$ cat src/sv/cmvd_ram.sv
`default_nettype none
module cmvd_ram #(
    parameter int WIDTH = 16,
    parameter int DEPTH = 256
) (
    input  wire logic                     i_clk,
    input  wire logic                     i_we,
    input  wire logic [$clog2(DEPTH)-1:0] i_waddr,
    input  wire logic [WIDTH-1:0]         i_wdata,
    input  wire logic [$clog2(DEPTH)-1:0] i_raddr,
    output logic      [WIDTH-1:0]         o_rdata
);
    logic [WIDTH-1:0] r_mem [DEPTH];

    always_ff @(posedge i_clk) begin
        if (i_we) begin
            r_mem[i_waddr] <= i_wdata;
        end
        o_rdata <= r_mem[i_raddr];
    end
endmodule
`default_nettype wire

$ cat config.mk
export PLATFORM = sky130hd
export DESIGN_NAME = cmvd_ram
export DESIGN_NICKNAME = d
export VERILOG_FILES = /design/src/sv/cmvd_ram.sv
export SDC_FILE = /design/constraint.sdc
export NUM_CORES = 2
export LEC_CHECK = 0
export BUFFER_PORTS_ARGS = -buffer_cell sky130_fd_sc_hd__buf_2
export CORE_MARGIN = 4
export CORE_UTILIZATION = 45
export CTS_CLUSTER_DIAMETER = 200
export DETAILED_ROUTE_END_ITERATION = 12
export GPL_ROUTABILITY_DRIVEN = 0
export SYNTH_ARGS = -nofsm -noshare
export SYNTH_HDL_FRONTEND = slang
export SYNTH_SLANG_ARGS = --single-unit
$ cat constraint.sdc
create_clock -name i_clk -period 3.2 [get_ports i_clk]
set_input_delay 0.64 -clock i_clk [delete_from_list [all_inputs] [get_ports i_clk]]
set_output_delay 0.64 -clock i_clk [all_outputs]
set_load 0.01 [all_outputs]
After elaboration in Yosys (flattened, before gate mapping)
Memories as Yosys holds them, arrays and structs flattened. A register that Yosys moved wholly into a read port is not among the register bits.
Cells that the tools add are included.

word-level totals
  register bits after elaboration = 0
  bits in writable memories = 4,096
  input bits = 34
  output and inout bits = 16
  word-level logic and storage cells = 3
  memories = 1

operators by class
  multiplexer cells = 2

memories
  name   depth  bits a word  rd ports  clocked after memory_dff  write ports  RTL line  source
  r_mem  256    16           1         1                         1            13        logic [WIDTH-1:0] r_mem [DEPTH];

operators by type and width
  kind              number
  2-to-1 mux 1 bit  2

Depth between registers and ports, before layout
  depth in word-level cells = 2
  mapped depth = 12
  depth with buffers taken out = 6

Worst setup path after synthesis
Ideal clock, no wire load.

  path kind = input -> register
  start point = in i_waddr[3]
  end point = mem r_mem[235][0], enable pin
  setup time = 0.388 ns
  arrival = 2.417 ns
  required time = 2.812 ns
  setup slack = 0.395 ns
  stages on the path = 6
  path buffers = 3
  cells stage by stage = clkbuf_1 nor2b_1 clkbuf_1 nand4_1 clkbuf_1 nor2_1

RTL lines
  what         RTL line  source
  from (decl)  8         input wire logic [$clog2(DEPTH)-1:0] i_waddr,
  to (decl)    13

No word-level cell before the write port.

==> impl_metrics.csv <==
group,metric,value,unit
logic_synthesis,async_flop_share,0,
cells_and_area,seq_area,123000,um2
power,p_seq_frac,0.526,
route,viasPerCell,6.09,
route,ant_nets,0,
critical_path,critical_path_required,4.04,ns
clock_tree,cts.path.max_buffers,4,
logic_synthesis,postSynthNetCount,7394,
logic_synthesis,yosysWarnings,0,
power,peakVddDrop,0.473,mV
clock_tree,cts_setup_buffers,0,
clock_tree,cts_max_level,5,
logic_synthesis,syn_avg_cell_area,21.6,um2
critical_path,worstPathArrival,3.89,ns
power,p_sw_frac,0.214,
power,intPower,0.0889,W
clock_tree,clk_pin_slew,0.06,ns
cells_and_area,multiInputGateArea,33000,um2
global_routing,grt_pass1_vias,81400,
clock_tree,clockRootBuffer,"clkbuf_16",
global_routing,antenna_found_initial,20,
cells_and_area,area_delta_synth_final,16.8,%
global_routing,gr-total-overflow,0,
die,core,350000,um2
sta,fmax,328,MHz
route,dr_total_vias,81400,
route,drcViolationCount,0,
place,dpl.cell_count,12600,
run_status,status,"completed",
logic_synthesis,syn-cell-area,159000,um2
place,dp_hpwl,274000,um
critical_path,critPathKind,"input pin to flip-flop",
global_routing,grt_usage,0.237,
logic_synthesis,postSynthCellCount,7360,
cells_and_area,layout.cells.non_filler,13400,
sta,finalCriticalPeriod,3.05,ns
sta,setup_ws,0.153,ns
global_routing,grt_pass1_wl,619000,um
sta,finalClockSkew,0.0490,ns
logic_synthesis,ys_seq_area_frac,0.777,
die,std_cell_rows,217,
cells_and_area,layout-drive-gt1-share,0.303,
min_path,min_path_type,"input pin to flip-flop",
die,die_h,602,um
sta,rsz0062_at_grt,"no",
flow_run,max-cap-violations,0,
clock_tree,cts_resized,0,
cells_and_area,fin_nets,8443,
critical_path,critPathMaxFanout,27,
power,leakage,60.1,nW
logic_synthesis,synth_edf_count,4096,
logic_synthesis,synth_seq_cells,4112,
die,dieArea,362000,um2
power,p_comb_frac,0.056,
route,dr.pass1.iters,6,
global_routing,grt_start_max_net_pins,97,
die,start_util,0.453,
route,drt-total-wl,436000,um
power,pwr-share-clk,0.418,
critical_path,cp-startpoint,"i_raddr[0]",
critical_path,rr_startpoint,"r_mem[23][13]",
clock_tree,ctsHoldBuffers,1,
route,wl_per_cell,32.7,um
sta,tightest_slew,1.19,ns
power,pwr_density_cell,610,nW/um2
sta,setup_viol,0,
logic_synthesis,ys_dominant_reg_cell,"edfxtp_1",
power,switchingPower,0.0242,W
sta,fin_crit_sh,0.952,
critical_path,worst_setup_path_start_kind,"input pin",
place,post-place-ws,-0.701,ns
sta,slew_headroom,0.203,
route,drt_iter0_markers,10900,
clock_tree,clk_latency,0.96,ns
critical_path,cp-end-kind,"flip-flop",
die,io_pins,50,
sta,drv_slew,0,
clock_tree,cts_tree,"yes",
die,die_x,602,um
place,portBuffers,49,
min_path,holdCritStartpoint,"i_wdata[7]",
power,power,0.113,W
cells_and_area,post-route-util,0.529,
sta,final-hold-violation-count,0,
logic_synthesis,yosysUniqueCellTypes,52,
clock_tree,cts_num_sinks,4112,
clock_tree,cts_buffers,407,
cells_and_area,fillCellCount,26900,
final timing paths:
| path | to | cells after the start | slack, ns |
|---|---|---|---|
| hold reg to reg | o_rdata[5] | 6 | 1.06 |
| setup reg to reg | o_rdata[13] | 6 | 0.31 |
| setup / recovery | o_rdata[4] | 13 | 0.15 |
| hold / removal | r_mem[66][7] | 1 | 0.13 |
state kept, by name, summed over array words and instances (netlist names):
signal	cells
o_rdata	16
r_mem	4096
metrics by stage:
stage	TNS, ns	hold WS, ns	area (um2)
after floorplan	0	0.739	159000
after global placement	-6.43	0.895	172000
final	0	0.135	185000
after global routing	0	0.106	185000
after detailed placement	-6.50	0.900	172000
after CTS	0	0.0626	185000
cells in the mapped netlist, types with 3 or more instances:
cell	n	share of area
edfxtp_1	4096	0.77
mux4_2	797	0.11
mux2i_1	565	0.036
nor2_1	304	0.0072
o221ai_1	252	0.014
clkbuf_1	230	0.0054
a21oi_1	175	0.0055
o22ai_1	148	0.0058
nor3_1	92	0.0029
mux2_2	88	0.0062
buf_6	77	0.0055
buf_2	76	0.0024
a22oi_1	43	0.0020
nand2_1	38	0.00090
o21ai_0	37	0.0012
nand3_1	35	0.0011
a22o_1	32	0.0018
a221oi_1	28	0.0015
buf_1	27	0.00064
buf_4	26	0.0012
nand4_1	26	0.0010
o32ai_1	20	0.0011
a211oi_1	18	0.00085
nor4_1	17	0.00067
dfxtp_1	16	0.0020
o31ai_1	16	0.00076
and3_1	11	0.00043
buf_8	11	0.0010
nor2b_1	9	0.00035
a2111oi_0	6	0.00033
a31oi_1	6	0.00024
buf_12	5	0.00063
or2_2	4	0.00016
inv_1	3	0.000071
nand2b_1	3	0.00012
nand4b_1	3	0.00017
worst max-delay path: stages:
cell and delay [ns]:
buf_12 0.16, buf_4 0.24, buf_12 0.20, buf_12 0.21
buf_12 0.24, buf_4 0.21, mux2i_1 0.08, o221ai_1 0.21
o22ai_1 0.12, nor3_1 0.78, nor4_1 0.24, buf_4 0.22
nor4_2 0.21
layout by cell type (no fill, tap or decap), types with 8 or more instances in the layout:
master and count:
edfxtp_1 4096, buf_4 900, mux4_2 797, mux2i_1 565, clkbuf_16 409, o221ai_1 252, nor2_1 227, a21oi_1 175
o22ai_1 148, buf_12 144, clkbuf_1 94, nor3_1 90, mux2_2 88, clkinv_1 81, nor2_2 77, clkinv_2 76
a22oi_1 43, bufinv_16 41, nand2_1 38, o21ai_0 37, a22o_1 32, a221oi_1 28, buf_2 28, nand3_1 27
nand4_1 26, o32ai_1 19, a211oi_1 18, nor4_1 17, buf_8 17, o31ai_1 16, dfxtp_1 16, diode_2 14
inv_6 11, and3_1 11, nor2b_1 9, clkinv_16 9, clkbuf_8 9, nand3_2 8, clkinvlp_4 8
metal layers:
metal	track usage	part of all wire	routed length (um)	up-vias
met5	0	0.000030	13	-
met4	0.0699	0.031	13600	2
met3	0.0404	0.082	35600	562
met2	0.375	0.48	207000	3688
met1	0.341	0.41	180000	43700
li1	-	-	-	33500
power groups by stage:
stage	Clock, W	Sequential (W)	Combinational [W]
final	0.0473	0.0595	0.00630
after global placement	0	0.0606	0.00620
after detailed placement	0	0.0606	0.00629
after floorplan	0	0.0606	0.00293
after CTS	0.0481	0.0595	0.00631
after global routing	0.0504	0.0594	0.00658
area by class of cell:
| class | count | share of cell area |
|---|---|---|
| Inverter | 4 | 0.000148 |
| Clock inverter | 238 | 0.0136 |
| Sequential cell | 4112 | 0.665 |
| Clock buffer | 511 | 0.0577 |
| Antenna cell | 14 | 0.000189 |
| Multi-Input combinational cell | 2792 | 0.178 |
| Tap cell | 4599 | 0.0310 |
| Timing Repair Buffer | 1092 | 0.0543 |
kinds of logic (layout without fill, tap and decap cells):
family	after synthesis	count (layout)	share of synthesized area
muxes	1450	1450	0.155
DFF	4112	4112	0.777
other	0	14	0
and+or+nand+nor	556	556	0.0157
AOI/OAI and AO/OA	786	786	0.0354
buffers and inverters	456	1845	0.0169
Power figures use the tool's default switching activity.
