--- src/sv/cmvd_pkg.sv ---
`default_nettype none
package cmvd_pkg;

    localparam int MAX_WINDOW_DEF = 256;
    localparam int MAX_SUB_DEF    = 64;

    localparam int WS_W   = 9;   // window length register
    localparam int TH_W   = 32;  // motion_threshold register
    localparam int CFG_W  = 32;
    localparam int AMP_W  = 16;
    localparam int VAR_W  = 32;
    localparam int CNT32_W = 32;
    localparam int DEN_W  = 2 * WS_W;

    localparam logic [0:0] REG_WINDOW_SIZE = 1'b0;
    localparam logic [0:0] REG_THRESHOLD   = 1'b1;

    typedef enum logic {
        OP_SQRT = 1'b0,
        OP_DIV  = 1'b1
    } t_op;

    typedef struct packed {
        logic start;
        t_op  op;
    } t_iter_cmd;

endpackage
`default_nettype wire

--- src/sv/cmvd_iter.sv ---
`default_nettype none
module cmvd_iter #(
    parameter int NUM_W = 50,
    parameter int DEN_W = 18
) (
    input  wire logic                i_clk,
    input  wire logic                i_rst_n,
    input  wire cmvd_pkg::t_iter_cmd i_cmd,
    input  wire logic [NUM_W-1:0]    i_num,
    input  wire logic [DEN_W-1:0]    i_den,
    output logic                     o_done,
    output logic [NUM_W-1:0]         o_result
);
    import cmvd_pkg::*;

    localparam int HALF_W = NUM_W / 2;
    localparam int REM_W  = (HALF_W + 3 > DEN_W + 2) ? HALF_W + 3 : DEN_W + 2;
    localparam int CNT_W  = $clog2(NUM_W + 1);

    logic             r_busy;
    t_op              r_op;
    logic [CNT_W-1:0] r_cnt;
    logic [NUM_W-1:0] r_acc;
    logic [REM_W-1:0] r_rem;
    logic [NUM_W-1:0] r_res;
    logic [DEN_W-1:0] r_den;
    logic             r_done;

    logic [REM_W-1:0] w_shift;
    logic [REM_W-1:0] w_trial;
    logic             w_ge;

    // shift-subtract step: one quotient bit, or one root bit per two radicand bits
    always_comb begin
        if (r_op == OP_DIV) begin
            w_shift = {r_rem[REM_W-2:0], r_acc[NUM_W-1]};
            w_trial = REM_W'(r_den);
        end else begin
            w_shift = {r_rem[REM_W-3:0], r_acc[NUM_W-1:NUM_W-2]};
            w_trial = REM_W'({r_res[HALF_W-1:0], 2'b01});
        end
        w_ge = (w_shift >= w_trial);
    end

    always_ff @(posedge i_clk) begin
        if (!i_rst_n) begin
            r_busy <= 1'b0;
            r_done <= 1'b0;
            r_cnt  <= '0;
        end else begin
            r_done <= 1'b0;
            if (r_busy) begin
                r_rem <= w_ge ? (w_shift - w_trial) : w_shift;
                r_res <= {r_res[NUM_W-2:0], w_ge};
                r_acc <= (r_op == OP_DIV) ? {r_acc[NUM_W-2:0], 1'b0}
                                          : {r_acc[NUM_W-3:0], 2'b00};
                r_cnt <= r_cnt - 1'b1;
                if (r_cnt == CNT_W'(1)) begin
                    r_busy <= 1'b0;
                    r_done <= 1'b1;
                end
            end else if (i_cmd.start) begin
                r_busy <= 1'b1;
                r_op   <= i_cmd.op;
                r_acc  <= i_num;
                r_den  <= i_den;
                r_rem  <= '0;
                r_res  <= '0;
                r_cnt  <= (i_cmd.op == OP_DIV) ? CNT_W'(NUM_W) : CNT_W'(HALF_W);
            end
        end
    end

    assign o_done   = r_done;
    assign o_result = r_res;
endmodule
`default_nettype wire

--- config.mk ---
export PLATFORM = sky130hd
export DESIGN_NAME = cmvd_iter
export DESIGN_NICKNAME = d
export VERILOG_FILES = /design/src/sv/cmvd_pkg.sv /design/src/sv/cmvd_iter.sv
export SDC_FILE = /design/constraint.sdc
export NUM_CORES = 1
export LEC_CHECK = 0
export BUFFER_PORTS_ARGS = -buffer_cell sky130_fd_sc_hd__buf_2
export CORE_MARGIN = 3
export CORE_UTILIZATION = 58
export DETAILED_ROUTE_END_ITERATION = 7
export PLACE_DENSITY = 0.81
export SLEW_MARGIN = 20
export SYNTH_ARGS = -nofsm -noshare
export SYNTH_HDL_FRONTEND = slang
export SYNTH_SLANG_ARGS = --single-unit
export TNS_END_PERCENT = 5
--- constraint.sdc ---
create_clock -name i_clk -period 10.65 [get_ports i_clk]
set_clock_uncertainty 0.05 [all_clocks]
set_input_delay 2.13 -clock i_clk [delete_from_list [all_inputs] [get_ports i_clk]]
set_output_delay 2.13 -clock i_clk [all_outputs]
set_load 0.05 [all_outputs]
# Word-level counts from Yosys, hierarchy flattened
# Cells that the tools add are included.
[totals]
in_bits = 72
regBits = 154
romBits = 0
ramBits = 0
output_inout_bits = 51
wordCells = 34
latch_bits = 0
n_memories = 0
[classes]
multipliers = 0
addsub = 2
n_shift = 0
order_cmp = 1
bitwise = 1
n_mux = 17
div = 0
reduce_logical = 4
n_eq_ne = 1
[ops]
columns = ["op", "n"]
rows = [
  ["50-bit two-way mux", 5],
  ["27-bit two-way mux", 4],
  ["28-bit by 27-bit greater-or-equal comparator with 1-bit output", 1],
  ["28-bit two-way mux", 1],
  ["27-bit subtractor", 1],
  ["6-bit two-way mux", 3],
  ["6-bit by 1-bit equality test with 1-bit output, second input constant", 1],
  ["6-bit by 1-bit subtractor with 6-bit output, second input constant", 1],
  ["1-bit two-way mux", 4],
  ["2-bit AND reduction", 2],
  ["3-bit AND reduction", 1],
  ["2-bit nonzero test", 1],
  ["1-bit inverter", 1],
]

# Longest topological paths before layout
[depth]
ltp_word = 4
mapped_depth = 16
ltp_nobuf = 12

# Worst setup path before layout
# OpenSTA, ideal clock, no wires.
[synth_timing]
kind = "input-to-reg"
startpoint = "input port i_rst_n"
endpoint = "register r_res[0] (netlist: o_result[0]), enable pin"
stages = 2
n_path_buf = 1
setup_ps = 629
required_ps = 9971
arrival_ps = 7990
setup_slack_ps = 1980
cell_sequence = "clkbuf_1 > nor2b_1"
[synth_via]
elab_chain_cells = 1
[synth_lines]
columns = ["element", "line", "source"]
rows = [
  ["start, declared", "cmvd_iter.sv:7", "input wire logic i_rst_n,"],
  ["2-bit AND reduction (no source line)", "-", ""],
  ["end signal, assigned", "cmvd_iter.sv:54", "r_res <= {r_res[NUM_W-2:0], w_ge};"],
  ["end, declared", "cmvd_iter.sv:25", "logic [NUM_W-1:0] r_res;"],
]
# No other way between the ends.
# A chain may end at the register's enable or synchronous reset.

# Worst setup path in the final report
[layout_timing]
startpoint = "register r_op"
endpoint = "register r_rem[2], data pin"
[layout_via]
elab_chain_cells = 4
word_cells_on_any_way = 6
cone_classes = "1 x add/sub; 1 x order compare; 4 x mux"
[layout_lines]
columns = ["element", "line", "source"]
rows = [
  ["start, declared", "cmvd_iter.sv:21", "t_op r_op;"],
  ["start signal, assigned", "cmvd_iter.sv:64", "r_op <= i_cmd.op;"],
  ["28-bit two-way mux / 27-bit two-way mux (equally long branches)", "cmvd_iter.sv:35", "if (r_op == OP_DIV) begin"],
  ["27-bit subtractor / 28-bit by 27-bit greater-or-equal comparator with 1-bit output (equally long branches)", "cmvd_iter.sv:53, cmvd_iter.sv:42", ""],
  ["27-bit two-way mux (*)", "cmvd_iter.sv:53", "r_rem <= w_ge ? (w_shift - w_trial) : w_shift;"],
  ["27-bit two-way mux (*)", "cmvd_iter.sv:52", "if (r_busy) begin"],
  ["end signal, assigned", "cmvd_iter.sv:53", ""],
  ["end, declared", "cmvd_iter.sv:24", "logic [REM_W-1:0] r_rem;"],
]
# Every way passes the cells marked *; elsewhere a longest branch is shown, timed or not.

==> metrics.txt <==
Post-synth ARST share=0; DP Cell Count=1022; register bit total from synthesis=154; Post-synth EDFFs=146; Synth Instances=759; top cells by area, synth=edfxtp_1 (51%), mux2i_1 (9.8%), a21oi_1 (4.5%); Pre-Repair DR Iteration Count=5; Synth cell types=66; share of the synthesized area in the top cell type=0.507; Chip Height=128 um; final non-filler cell total=1054; CTS buffer count=17; period utilization=0.429; Hold EP=o_result[32]; largest area contributor in the netlist=edfxtp_1; row cnt=43; post-CTS setup buffers=0; Max Slew Vio Count=0; WP data required=10810 ps; DP Wirelength=12700 um; # DRC=0; sequential element share of the synthesized area=0.526; wire per inst=17.4 um; reg2reg end=r_rem[2]; setup TNS=0 ps; mapped cell area=8640 um^2; Placer Congestion=0.948; Total Wirelength=18300 um; final hold vios=0; layout cell share with drive strength beyond 1=0.230; GRT overflow=0; final worst slack=6080 ps; CP Launch Type=flop; Synth top cells by count=edfxtp_1 (146), nor2_1 (95), mux2i_1 (85), a21oi_1 (78), and2_1 (52); synth warn=0; CP max stage cell=buf_4; Tot GR Track Use=0.229; Die ar.=16400 um^2; DRT antenna net count=0; clock latency on the worst-skew pair=430 ps; pin count of the biggest net entering global routing=95; Post-Syn Nets=861; pwr/cell area=180 nW/um^2; CP Capture Type=flop; final std cell area, no fill=9970 um^2; Clock Tree Root=clkbuf_16; vias post-DR=6158; Max-cap violations=0; Final Setup Violations=0; Post-Route Utilization=0.702; Critical Path, Cell by Cell=buf_4, mux2_2, ha_1, a21oi_1, o211ai_1, a21oi_2, nor2_4, o211ai_1, a31oi_2, buf_4, nor2_1, a211oi_1; Crit path arrival time=4730 ps; nets=963; max incr delay on CP=720 ps; RSZ-0062 raised after global routing=false; most common cell in the synthesized netlist=edfxtp_1; Sink Count=154; CP Class=flop to flop; vias per cell=5.84; core area=14200 um^2; ant diodes=0; launch point of the worst reg-to-reg path=r_op; area grow syn2layout=15.4%; Peak VDD IR=125 uV; initial antenna violation count=0; TritonCTS clock tree=built; CTS H-tree lvls=4; Hold Path Class=flop to flop; Slew HR=0.273; Die Wd=128 um; Worst Hold Launch=o_result[31]; reg-to-reg setup timing slack=6080 ps; total power draw=1.80 mW; Worst Path Max Fanout=71; starting density of the core=0.608; I/O Pins=123; Fmax=0.219 GHz; Avg Inst Size Synth=11.4 um^2; Worst R2R Path Depth=12; post-cts hold buffer count=0; run status=finished, final reports clean; dpl ws=5710 ps; number of global-route vias before repair=6160; area post-placement=9350 um^2; Worst Max-Slew Pin Slew=1090 ps; # port buffers=122; first-pass GRT wire length=29900 um; DRT iter0 DRCs=415; CTS resizes=0; clk buf depth=2; Hold Path Depth=1; worst hold margin=511 ps; Period minus WS final=4570 ps; prevailing post-synth register cell=edfxtp_1; CTS clk-pin slew, worst paths=70 ps; leak pwr=4.11 nW
[power breakdown]
group	switching [mW]	total [mW]	internal, mW
clock network	0.251	0.646	0.395
logic	0.244	0.399	0.155
registers	0.0289	0.750	0.721
total	0.524	1.80	1.27
[state kept, by name, indices dropped and copies added, names as in the netlist]
name and count:
r_busy 1, r_cnt 6, o_done 1, r_acc 50, o_result 50, r_rem 27
r_den 18, r_op 1
[cells in the final DEF (no fill, tap or decap), drive strengths merged, types with 8 or more instances in the layout]
cell,count
edfxtp,146
buf,128
nor2,96
mux2i,85
a21oi,79
and2,52
nand2,31
ha,29
mux2,26
clkbuf,19
o21ai,14
xnor2,13
nand2b,12
a21o,12
inv,12
a211oi,11
nor2b,10
xor2,8
nor3,8
dfxtp,8
[layer usage]
| metal | share of wire | track usage |
|---|---|---|
| met5 | 0 | 0 |
| met4 | 0.023 | 0.0911 |
| met3 | 0.054 | 0.0617 |
| met2 | 0.49 | 0.370 |
| met1 | 0.43 | 0.294 |
[final cells by class]
cell class	instances	area [um^2]
clock buffer	19	433
clock inverter	13	194
fill	1013	4230
inverter	9	33.8
multi-input combinational	551	3880
sequential	154	4550
tap	180	225
timing repair buffer	128	656
[worst max-delay path by stage]
| stage | end | from | slack (ps) | cells past startpoint |
|---|---|---|---|---|
| global placement | o_result[11] | i_cmd[1] | 5840 | 5 |
| detailed placement | o_result[12] | i_cmd[1] | 5710 | 5 |
| floorplan | o_result[0] | i_rst_n | 1980 | 2 |
| global route | r_rem[3] | r_op | 5710 | 14 |
| CTS | r_rem[5] | r_op | 6110 | 14 |
| finish | r_rem[2] | r_op | 6080 | 12 |
[cells by family after synthesis]
family | count (synthesis) | share of synthesized area
and+or+nand+nor | 233 | 0.133
AOI/OAI and AO/OA | 156 | 0.117
DFF | 154 | 0.526
muxes | 111 | 0.132
buffers and inverters | 54 | 0.0256
adders and majority gates | 30 | 0.0443
xor gates and xnor gates | 21 | 0.0213
[worst max-delay path, delay by kind of cell, from the launching register on]
family	cells	cell delay, ps
AO/OA/AOI/OAI	6	1650
buffers and inverters	2	1160
multiplexers	1	440
adder cells (fa/ha/maj)	1	390
flip-flops	1	340
AND/OR/NAND/NOR	2	230
No activity file was read; power rests on OpenSTA's default activity.
